--- config.mk ---
export PLATFORM = sky130hd
export DESIGN_NAME = lbc_cell
export DESIGN_NICKNAME = d
export VERILOG_FILES = /design/src/lbc_pkg.sv /design/src/lbc_cell.sv
export SDC_FILE = /design/constraint.sdc
export NUM_CORES = 1
export LEC_CHECK = 0
export BUFFER_PORTS_ARGS = -buffer_cell sky130_fd_sc_hd__buf_4
export CAP_MARGIN = 20
export CORE_MARGIN = 1.5
export CORE_UTILIZATION = 45
export CTS_CLUSTER_DIAMETER = 80
export DETAILED_ROUTE_END_ITERATION = 8
export PLACE_DENSITY = 0.77
export SLEW_MARGIN = 20
export SYNTH_ARGS = -nofsm -noshare
export SYNTH_HDL_FRONTEND = slang
export SYNTH_SLANG_ARGS = --single-unit
--- constraint.sdc ---
create_clock -name clk -period 2.8 [get_ports clk]
set_input_delay 0.7 -clock clk [delete_from_list [all_inputs] [get_ports clk]]
set_output_delay 0.7 -clock clk [all_outputs]
set_load 0.01 [all_outputs]
--- src/lbc_pkg.sv ---
// Package for the LRU block cache: sizes, outcome codes and the structs
// that pass between the top level and the row of entry cells.
// No dependencies.
package lbc_pkg;
  localparam int ENTRIES     = 16;
  localparam int BLOCK_WORDS = 128;
  localparam int SLOT_W      = (ENTRIES > 1) ? $clog2(ENTRIES) : 1;
  localparam int CNT_W       = $clog2(ENTRIES + 1);
  localparam int ADDR_W      = (ENTRIES * BLOCK_WORDS > 1) ?
                               $clog2(ENTRIES * BLOCK_WORDS) : 1;
  localparam int TAG_W       = 64;
  localparam int STAMP_W     = 32;
  localparam int WIDX_W      = 7;
  localparam int DATA_W      = 64;
  localparam int OUTC_W      = 2;
  localparam int SLOT_OUT_W  = 4;

  localparam logic OP_GET = 1'b0;
  localparam logic OP_PUT = 1'b1;

  localparam logic [OUTC_W-1:0] OUTC_MISS  = 2'd0;
  localparam logic [OUTC_W-1:0] OUTC_HIT   = 2'd1;
  localparam logic [OUTC_W-1:0] OUTC_FILL  = 2'd2;
  localparam logic [OUTC_W-1:0] OUTC_EVICT = 2'd3;

  // Running minimum carried down the row of cells
  typedef struct packed {
    logic [STAMP_W-1:0] stamp;
    logic [SLOT_W-1:0]  idx;
  } cand_t;

  // Update of one entry at the end of an item
  typedef struct packed {
    logic               stamp_we;
    logic               tag_we;
    logic [TAG_W-1:0]   node_tag;
    logic [TAG_W-1:0]   block_tag;
    logic [STAMP_W-1:0] stamp;
  } upd_t;
endpackage

--- src/lbc_cell.sv ---
// One cache entry: valid bit, tags and use stamp, tag compare, and one
// stage of the least-recently-used search chain.
// Depends on lbc_pkg.
module lbc_cell (
  input  logic                            clk,
  input  logic                            rst_n,
  input  logic [lbc_pkg::SLOT_W-1:0]      idx,
  input  logic [lbc_pkg::TAG_W-1:0]       key_node,
  input  logic [lbc_pkg::TAG_W-1:0]       key_block,
  input  lbc_pkg::upd_t                   upd,
  input  lbc_pkg::cand_t                  cand_in,
  output lbc_pkg::cand_t                  cand_out,
  output logic                            valid,
  output logic                            match
);
  logic                          valid_r;
  logic [lbc_pkg::TAG_W-1:0]     node_r;
  logic [lbc_pkg::TAG_W-1:0]     block_r;
  logic [lbc_pkg::STAMP_W-1:0]   stamp_r;
  lbc_pkg::cand_t                cand_r;
  lbc_pkg::cand_t                cand_nxt;

  // Hold state, take updates from the controller
  always_ff @(posedge clk) begin
    if (!rst_n) begin
      valid_r <= 1'b0;
      stamp_r <= '0;
    end else begin
      if (upd.tag_we) valid_r <= 1'b1;
      if (upd.stamp_we) stamp_r <= upd.stamp;
    end
  end

  always_ff @(posedge clk) begin
    if (upd.tag_we) begin
      node_r  <= upd.node_tag;
      block_r <= upd.block_tag;
    end
  end

  // Keep own stamp when not larger, so ties go to the higher index
  always_comb begin
    if (stamp_r <= cand_in.stamp) begin
      cand_nxt.stamp = stamp_r;
      cand_nxt.idx   = idx;
    end else begin
      cand_nxt = cand_in;
    end
  end

  // Advance the search chain every cycle
  always_ff @(posedge clk) begin
    cand_r <= cand_nxt;
  end

  assign cand_out = cand_r;
  assign valid    = valid_r;
  assign match    = valid_r && (node_r == key_node) && (block_r == key_block);
endmodule

==> results of run 1 <==
## metal layers
metal  GRT usage  vias up  wire (um)
met1       0.251     3138       8880
met3      0.0821       49       2430
met2       0.448      304      13200
met5           0        -          0
li1            -     3187          -
met4       0.123        0        964
## kinds of logic (layout without fill, tap and decap cells)
logic type / count (synthesis) / in the layout / share of synthesized area
DFF: 197 / 197 / 0.599
other: 0 / 5 / 0
muxes: 68 / 68 / 0.0960
xor gates and xnor gates: 73 / 73 / 0.0732
AOI/OAI and AO/OA: 84 / 84 / 0.0701
adders and majority gates: 32 / 32 / 0.0459
buffers and inverters: 102 / 523 / 0.0494
and+or+nand+nor: 96 / 96 / 0.0668
## power by group
| group | total [mW] | internal (mW) | switching, mW | leakage, nW |
|---|---|---|---|---|
| Combinational | 1.12 | 0.679 | 0.439 | 3.71 |
| Sequential | 3.45 | 3.34 | 0.109 | 1.83 |
| Clock | 2.41 | 1.25 | 1.16 | 0.267 |
## worst paths after layout
check	startpoint	to	cells after the start
setup reg to reg	stamp_r[31]$_SDFFE_PN0P_	cand_out[35]$_DFF_P_	7
setup / recovery	node_r[48]$_DFFE_PP_	match	7
hold / removal	upd[68]	block_r[36]$_DFFE_PP_	1
hold reg to reg	stamp_r[11]$_SDFFE_PN0P_	cand_out[15]$_DFF_P_	1
## critical path: stages (launching register included)
cell and delay (ps):
edfxtp_1 440, xnor2_1 160, nand4_1 190, nor4_1 220, nand4_1 120, or4_4 580, nor4_4 290, buf_4 160
## registers in the layout, summed over array words and instances (netlist names)
signal / flops
cand_out: 36
node_r: 64
block_r: 64
stamp_r: 32
valid: 1
## synthesized netlist by cell type (2+ instances only)
library cell,n,share of area
mux2_4,30,0.052
buf_1,3,0.0013
nor2b_1,33,0.024
clkbuf_1,4,0.0017
a2bb2oi_1,2,0.0020
nor4_1,13,0.0093
buf_12,3,0.0069
ha_1,32,0.046
a221oi_1,17,0.017
o2111ai_1,2,0.0020
a22oi_1,4,0.0034
dfxtp_1,69,0.16
nor4_2,2,0.0029
nand2b_1,3,0.0022
o21a_1,2,0.0017
a21oi_1,16,0.0092
mux2i_1,32,0.037
edfxtp_1,128,0.44
o22ai_1,19,0.014
nor3_1,2,0.0011
nor2_1,5,0.0022
xor2_1,36,0.036
mux2_2,6,0.0077
o2bb2ai_1,7,0.0070
or4_1,2,0.0017
o21ai_0,6,0.0034
xnor2_1,37,0.037
nand2_1,9,0.0039
nand4_1,24,0.017
inv_1,92,0.040
## metrics by stage
step | instances | util
final | 1338 | 0.669
after global routing | 1336 | 0.668
after CTS | 1333 | 0.668
after detailed placement | 1302 | 0.637
after global placement | 1302 | 0.637
after floorplan | 652 | -
## cell type report
class                   instances  area [sq um]
flip-flops and latches        197          5230
clock inverters                14           144
multi-input cells             353          3100
well taps                     260           325
diodes                          5          12.5
repair buffers                400          3050
inverters                      92           345
clock buffers                  17           425
fillers                      1438          6260
## timing repair
item	in CTS	in global routing
hold endpoints to repair	0	0
cloned	0	0
pin swaps	6	3
gates resized for setup	4	0
endpoints found under the setup margin	1	1
==> reports/results.tsv, run 1 <==
stage	metric	value	unit
sta	Tmin final	3280	ps
yosys	predominant post-synthesis flop cell	edfxtp_1	
critical_path	critical path peak fanout	1	
routing	post-route DRC violation count	0	
finish	commonest non-fill, non-tap cells in the layout	buf_4 (396), edfxtp_1 (128), inv_1 (92), dfxtp_1 (69), xnor2_1 (37)	
placed_design	RD Place Congestion	0.866	
sta	worst hold slack	435	ps
power	Leakage	5.80	nW
yosys	synthesized area per cell	13.4	sq um
yosys	sequential fraction of the synthesis area	0.599	
critical_path	Worst setup EP type	primary output	
sta	Worst-Margin Slew	589	ps
global_routing	global-route usage over all layers	0.246	
cts	Root Driver	clkbuf_16	
routing	via count	6678	
yosys	number of synthesized flops with an enable pin	128	
cts	worst-skew pair later-pin latency	440	ps
sta	Final setup violation count	1	
global_routing	remaining global-route overflow	0	
placed_design	dpl ws	-644	ps
die	die height	142	um
global_routing	first-pass GRT wire length	36400	um
critical_path	Arrival @ worst endpoint	2580	ps
placed_design	dpl cell area	12000	sq um
die	Initial Util	0.462	
die	Die W	142	um
finish	share of cells above drive strength 1	0.443	
yosys	Mapped Area	8730	sq um
die	Site Rows	50	
sta	final slew viol count	0	
die	die area	20200	sq um
run_status	status	complete, but fails checks	
sta	post-route setup slack	-484	ps
global_routing	largest net degree at the start of global routing	65	
routing	wire per inst	19.0	um
routing	DRT antenna net count	0	
finish	Nets	1425	
critical_path	kind of critical path	flip-flop to primary output	
sta	headroom to the max-slew limit	0.607	
job	Max Cap Violations	0	
cts	H-tree levels	4	
yosys	Syn. warnings	0	
sta	final hold violation count	0	
cts	clk buf depth	2	
cts	Num CTS Buffers	17	
yosys	synthesized instance count	652	
cts	TritonCTS clock tree	yes	
global_routing	antenna violations before repair	5	
finish	most common cell after layout, fill and taps aside	buf_4	
sta	setup repair after global routing missed its margin	yes	
yosys	Net Count, Synth	1016	
cts	# Post-CTS Setup Buffers	0	
sta	Worst Skew	15.2	ps
placed_design	Post-DP HPWL	20400	um
die	Core Region	18900	sq um
critical_path	r2r setup slk	480	ps
die	io pins	370	
routing	Starting DRT DRC Count	296	
power	Pwr Total	6.98	mW
finish	synth-to-layout area growth	44.7	%
critical_path	Worst setup SP type	flip-flop	
power	pwr dens	553	nW/um^2
sta	Final Cycle Share	1.17	
sta	setup TNS	-484	ps
routing	Vias/cell	4.99	
cts	Clock Sinks	197	
cts	Reg clk slew, reported paths	80	ps
global_routing	vias in the first global route	6764	
worst_hold_path	Worst Hold Class	input port to flip-flop	
run_status	violated checks	setup timing	
finish	final instance area	12600	sq um
yosys	FF+latch count, synth	197	
cts	cts hold-fix bufs	0	
sta	Max Fclk	0.304	GHz
routing	drt pass-1 iters	5	
routing	WL final	25400	um
yosys	asr flop ratio synth	0	
power	IR drop worst, VDD	0.000419	V
critical_path	WP data required	2100	ps
placed_design	I/O Buffers	369	
yosys	post-synthesis cell type count	42	
(Power assumes the default switching activity.)
==> inputs of run 2 (changes only) <==
==> constraint.sdc (replaced) <==
create_clock -name clk -period 3.65 [get_ports clk]
set_input_delay 0.9125 -clock clk [delete_from_list [all_inputs] [get_ports clk]]
set_output_delay 0.9125 -clock clk [all_outputs]
set_load 0.01 [all_outputs]
==> run 2 against run 1 <==
The flow now finishes without violations. Clock skew decreased by 1.9 ps. Register-to-register slack improved by 700 ps. Wire length decreased by 2.2%. Worst hold slack improved by 84 ps. Design area decreased by 0.30%. Critical path depth increased by 1.
==> reports/results.tsv, run 2 (synthesized netlist as in run 1, its figures left out) <==
stage	metric	value	unit	change
power	pwr dens	427	nW/um^2	was 553 nW/um^2
worst_hold_path	Hold Path Origin	stamp_r[27]$_SDFFE_PN0P_		was upd[68]
critical_path	WP data required	2740	ps	was 2100 ps
sta	setup repair after global routing missed its margin	yes		unchanged
placed_design	RD Place Congestion	0.883		was 0.866
placed_design	Placed Instances	1282		was 1302
die	die height	142	um	unchanged
placed_design	dpl ws	-219	ps	was -644 ps
sta	final slew viol count	0		unchanged
die	Die W	142	um	unchanged
critical_path	Worst setup EP type	primary output		unchanged
sta	Max Fclk	0.276	GHz	
routing	Starting DRT DRC Count	286		was 296
power	Leakage	5.77	nW	was 5.80 nW
power	P_sw	1.27	mW	was 1.71 mW
critical_path	FF-to-FF path depth	7		unchanged
global_routing	largest net degree at the start of global routing	84		was 65
cts	Num CTS Buffers	17		unchanged
power	IR drop worst, VDD	0.000307	V	was 0.000419 V
critical_path	Worst setup SP type	input port		was flip-flop
sta	Worst Skew	13.3	ps	was 15.2 ps
routing	Vias/cell	4.96		was 4.99
critical_path	r2r setup slk	1180	ps	was 480 ps
cts	Clock Sinks	197		unchanged
cts	clk buf depth	2		unchanged
die	Initial Util	0.462		unchanged
cts	cts hold-fix bufs	0		unchanged
finish	number of fillers in the final layout	1443		was 1438
finish	share of cells above drive strength 1	0.447		was 0.443
sta	final hold violation count	0		unchanged
finish	synth-to-layout area growth	44.3	%	was 44.7%
global_routing	global-route usage over all layers	0.241		was 0.246
sta	Final Cycle Share	0.993		
placed_design	Post-DP HPWL	19700	um	was 20400 um
cts	TritonCTS clock tree	yes		unchanged
global_routing	vias in the first global route	6837		was 6764
routing	DRT antenna net count	0		unchanged
cts	worst-skew pair later-pin latency	430	ps	was 440 ps
routing	drt pass-1 iters	4		was 5
die	Core Region	18900	sq um	unchanged
power	clock power share	0.348		was 0.345
sta	Tmin final	3630	ps	
global_routing	first-pass GRT wire length	35900	um	was 36400 um
global_routing	antenna violations before repair	1		was 5
power	Int Power	4.10	mW	was 5.27 mW
critical_path	Worst R2R Start	stamp_r[31]$_SDFFE_PN0P_		unchanged
placed_design	I/O Buffers	369		unchanged
finish	fin cells	1315		was 1338
sta	Worst-Margin Slew	589	ps	about the same
finish	most common cell after layout, fill and taps aside	buf_4		unchanged
routing	wire per inst	18.9	um	was 19.0 um
cts	Root Driver	clkbuf_16		unchanged
critical_path	Critical Path Start	key_block[0]		was node_r[48]$_DFFE_PP_
critical_path	kind of critical path	input port to primary output		was flip-flop to primary output
die	die area	20200	sq um	unchanged
power	register share of total power	0.493		was 0.494
routing	post-route DRC violation count	0		unchanged
critical_path	critical path peak fanout	1		unchanged
cts	Reg clk slew, reported paths	70	ps	was 80 ps
die	io pins	370		unchanged
sta	headroom to the max-slew limit	0.607		about the same
routing	WL final	24900	um	was 25400 um
critical_path	Arrival @ worst endpoint	2710	ps	was 2580 ps
die	Site Rows	50		unchanged
finish	Nets	1405		was 1425
critical_path	reg2reg end	cand_out[1]$_DFF_P_		was cand_out[35]$_DFF_P_
worst_hold_path	Worst Hold Class	flip-flop to flip-flop		was input port to flip-flop
run_status	status	completed		was complete, but fails checks
cts	H-tree levels	4		unchanged
power	Pwr Total	5.37	mW	was 6.98 mW
sta	Final setup violation count	0		was 1
critical_path	crit path to	match		unchanged
power	fraction of power spent switching nets	0.237		was 0.245
global_routing	remaining global-route overflow	0		unchanged
sta	setup TNS	0	ps	was -484 ps
finish	commonest non-fill, non-tap cells in the layout	buf_4 (374), edfxtp_1 (128), inv_1 (92), dfxtp_1 (69), xor2_1 (34)		was buf_4 (396), edfxtp_1 (128), inv_1 (92), dfxtp_1 (69), xnor2_1 (37)
power	combinational power share	0.159		was 0.160
job	Max Cap Violations	0		unchanged
sta	post-route setup slack	24.4	ps	was -484 ps
routing	via count	6525		was 6678
run 2: changes by cell type in the layout (fill, tap and decap cells not counted), sizes merged:
cell,previous run,this run
buf,400,380
clkinv,3,7
diode,5,1
clkinvlp,4,1
inv,98,95
clkbuf,17,19
bufinv,1,2
run 2: final cells by class:
type,instances,area (sq um),share of cell area
tap,260,325,0.0258
sequential,197,5230,0.415
timing repair buffer,380,2880,0.229
multi-input combinational,353,3230,0.256
antenna,1,2.50,0.000199
clock buffer,19,433,0.0344
inverter,92,345,0.0274
clock inverter,13,151,0.0120
run 2: repair_timing:
action / 4_1_cts / 5_1_grt
gates cloned: 0 / 0
endpoints found under the setup margin: 1 / 1
pin swaps: 2 / 10
resized for setup: 14 / 14
buffers inserted: 0 / 0
run 2: worst min path at each step:
stage                                 to  cells after the start
CTS                 cand_out[31]$_DFF_P_                      1
detailed placement  cand_out[31]$_DFF_P_                      1
global route        cand_out[31]$_DFF_P_                      1
floorplan            cand_out[4]$_DFF_P_                      1
finish              cand_out[31]$_DFF_P_                      1
global placement    cand_out[10]$_DFF_P_                      1
run 2: power groups by stage:
stage / Clock, mW / Sequential [mW] / Combinational [mW]
final: 1.87 / 2.65 / 0.853
after global routing: 2.00 / 2.67 / 0.922
after CTS: 1.90 / 2.65 / 0.850
after detailed placement: 0 / 2.70 / 0.833
after global placement: 0 / 2.69 / 0.814
after floorplan: 0 / 2.70 / 0.349
run 2: metrics by stage:
stage,area [sq um],util,hold WS [ps]
after detailed placement,11800,0.626,501
after floorplan,8730,-,479
after CTS,12500,0.662,520
after global routing,12600,0.667,527
after global placement,11800,0.626,502
final,12600,0.667,519
run 2: layer usage:
metal / vias to the layer above / part of all wire / GRT usage
li1: 3142 / - / -
met1: 3042 / 0.34 / 0.235
met2: 287 / 0.52 / 0.448
met3: 54 / 0.096 / 0.0915
met4: 0 / 0.042 / 0.110
met5: - / 0 / 0
run 2: worst max-delay path, cell delays in order:
cell	delay, ps
buf_6	90
xor2_2	140
a221oi_2	240
and3_1	210
nand4_1	110
or4_4	610
nor4_4	230
buf_4	170
==> inputs of run 3 (changes only) <==
--- a/config.mk
+++ b/config.mk
@@ -9,6 +9,7 @@
 export CAP_MARGIN = 20
 export CORE_MARGIN = 1.5
 export CORE_UTILIZATION = 45
+export CTS_BUF_LIST = sky130_fd_sc_hd__clkbuf_8
 export CTS_CLUSTER_DIAMETER = 80
 export DETAILED_ROUTE_END_ITERATION = 8
 export PLACE_DENSITY = 0.77
==> constraint.sdc (replaced) <==
create_clock -name clk -period 3.5 [get_ports clk]
set_input_delay 0.875 -clock clk [delete_from_list [all_inputs] [get_ports clk]]
set_output_delay 0.875 -clock clk [all_outputs]
set_load 0.01 [all_outputs]
==> run 3 against run 2 <==
The flow now finishes with violations (setup timing). Count of clock-buffer cells in the layout fell by 2. Global-route usage is 0.40 points lower. Die area did not move. Wire length is 1.9% lower. Register-to-register slack lost 100 ps. Flip-flop and latch count did not move. Non-clock buffer count rose by 5. Design area fell by 1.9%. First-iteration DRC count shrank 4.2%. Power decreased by 6.3%. Critical path depth stayed put. Worst setup slack lost 35 ps.
==> reports/results.tsv, run 3 (synthesized netlist as in run 1, its figures left out) <==
stage	metric	value	unit	change
global_routing	met3 GRT Util	0.0882		was 0.0915
cts	worst-skew pair later-pin latency	460	ps	was 430 ps
power	Leakage	5.67	nW	was 5.77 nW
global_routing	vias in the first global route	6674		was 6837
placed_design	Placed Instances	1287		was 1282
placed_design	RD Place Congestion	0.862		was 0.883
sta	post-route setup slack	-10.4	ps	was 24.4 ps
global_routing	antenna violations before repair	1		unchanged
sta	Max Fclk	0.285	GHz	
finish	synth-to-layout area growth	41.5	%	was 44.3%
power	pwr dens	408	nW/um^2	was 427 nW/um^2
routing	drt pass-1 iters	6		was 4
finish	commonest non-fill, non-tap cells in the layout	buf_4 (383), edfxtp_1 (128), inv_1 (92), dfxtp_1 (69), xor2_1 (36)		was buf_4 (374), edfxtp_1 (128), inv_1 (92), dfxtp_1 (69), xor2_1 (34)
run_status	violated checks	setup timing		
sta	Final setup violation count	1		was 0
finish	number of fillers in the final layout	1502		was 1443
cts	# Post-CTS Setup Buffers	0		unchanged
finish	fin cells	1319		was 1315
critical_path	kind of critical path	input port to primary output		unchanged
job	Max Cap Violations	0		unchanged
die	Site Rows	50		unchanged
cts	H-tree levels	4		unchanged
global_routing	first-pass GRT wire length	35400	um	was 35900 um
critical_path	Worst setup SP type	input port		unchanged
routing	post-route DRC violation count	0		unchanged
critical_path	Worst R2R Start	stamp_r[31]$_SDFFE_PN0P_		unchanged
placed_design	dpl ws	-196	ps	was -219 ps
die	Core Region	18900	sq um	unchanged
die	io pins	370		unchanged
finish	Nets	1410		was 1405
sta	setup TNS	-10.4	ps	was 0 ps
routing	WL final	24400	um	was 24900 um
critical_path	Arrival @ worst endpoint	2640	ps	was 2710 ps
critical_path	crit path to	match		unchanged
global_routing	M2 GR Usage	0.425		was 0.448
sta	Worst-Margin Slew	588	ps	was 589 ps
cts	Num CTS Buffers	17		unchanged
critical_path	Worst setup EP type	primary output		unchanged
critical_path	Critical Path Start	key_block[44]		was key_block[0]
routing	Vias/cell	4.95		was 4.96
die	Initial Util	0.462		unchanged
placed_design	Post-DP HPWL	19600	um	was 19700 um
global_routing	most used routing layer	met2		unchanged
sta	Tmin final	3510	ps	
sta	headroom to the max-slew limit	0.608		was 0.607
sta	final hold violation count	0		unchanged
global_routing	global-route usage over all layers	0.237		was 0.241
run_status	status	complete, but fails checks		was completed
critical_path	critical path peak fanout	1		unchanged
global_routing	remaining global-route overflow	0		unchanged
finish	most common cell after layout, fill and taps aside	buf_4		unchanged
die	die height	142	um	unchanged
cts	Reg clk slew, reported paths	100	ps	was 70 ps
critical_path	FF-to-FF path depth	8		was 7
power	IR drop worst, VDD	0.000228	V	was 0.000307 V
routing	wire per inst	18.5	um	was 18.9 um
die	die area	20200	sq um	unchanged
sta	final slew viol count	0		unchanged
worst_hold_path	Worst Hold Class	flip-flop to flip-flop		unchanged
placed_design	I/O Buffers	369		unchanged
sta	Final Cycle Share	1.00		
global_routing	largest net degree at the start of global routing	41		was 84
critical_path	r2r setup slk	1080	ps	was 1180 ps
cts	TritonCTS clock tree	yes		unchanged
finish	share of cells above drive strength 1	0.443		was 0.447
sta	Worst Skew	16.6	ps	was 13.3 ps
routing	via count	6534		was 6525
critical_path	reg2reg end	cand_out[21]$_DFF_P_		was cand_out[1]$_DFF_P_
sta	setup repair after global routing missed its margin	yes		unchanged
global_routing	routing usage on met1	0.246		was 0.235
cts	clk buf depth	2		unchanged
die	Die W	142	um	unchanged
routing	Starting DRT DRC Count	274		was 286
cts	Clock Sinks	197		unchanged
routing	DRT antenna net count	0		unchanged
critical_path	WP data required	2620	ps	was 2740 ps
cts	Root Driver	clkbuf_8		was clkbuf_16
==> run 3: per-layer routing <==
metal	part of all wire	wire length (um)
met1	0.35	8550
met2	0.51	12400
met3	0.10	2510
met4	0.040	966
met5	0	0
==> run 3: worst min-delay path by stage <==
stage	from	endpoint	cells after the start	slack [ps]
after floorplan	stamp_r[0]$_SDFFE_PN0P_	cand_out[4]$_DFF_P_	1	480
after global placement	stamp_r[0]$_SDFFE_PN0P_	cand_out[4]$_DFF_P_	1	500
after detailed placement	stamp_r[0]$_SDFFE_PN0P_	cand_out[4]$_DFF_P_	1	510
after CTS	stamp_r[0]$_SDFFE_PN0P_	cand_out[4]$_DFF_P_	1	530
after global routing	stamp_r[27]$_SDFFE_PN0P_	cand_out[31]$_DFF_P_	1	540
final	stamp_r[0]$_SDFFE_PN0P_	cand_out[4]$_DFF_P_	1	530
==> run 3: worst max-delay path: stages <==
cell and delay, ps:
buf_4 110, xor2_1 160, nor4_2 330, buf_4 170, nand4_1 90, or4_4 480, nor4_4 240, buf_4 180
==> run 3: where the power goes <==
| group | switching [mW] | internal [mW] | leakage [nW] | total [mW] |
|---|---|---|---|---|
| Sequential | 0.0853 | 2.67 | 1.83 | 2.76 |
| Clock | 0.820 | 0.570 | 0.182 | 1.39 |
| Combinational | 0.352 | 0.534 | 3.66 | 0.886 |
==> run 3: through the flow <==
stage	util	cell area [sq um]	power, mW	hold slack (ps)
floorplan	-	8730	3.18	479
global placement	0.629	11900	3.66	502
detailed placement	0.629	11900	3.68	505
CTS	0.652	12300	5.07	528
global route	0.654	12400	5.26	543
finish	0.654	12400	5.04	528
==> run 3: what timing repair did <==
item | CTS | global route
resized for setup | 9 | 6
setup endpoints to repair | 1 | 1
pin swaps | 5 | 3
cloned | 0 | 0
hold buffers | 0 | 0
==> run 3: cell type report <==
class,count,area [sq um],share of cell area
sequential,197,5230,0.423
multi-input combinational,353,3170,0.257
timing repair buffer,385,2920,0.236
inverter,92,345,0.0280
tap,260,325,0.0263
clock buffer,17,234,0.0189
clock inverter,14,129,0.0104
antenna,1,2.50,0.000203
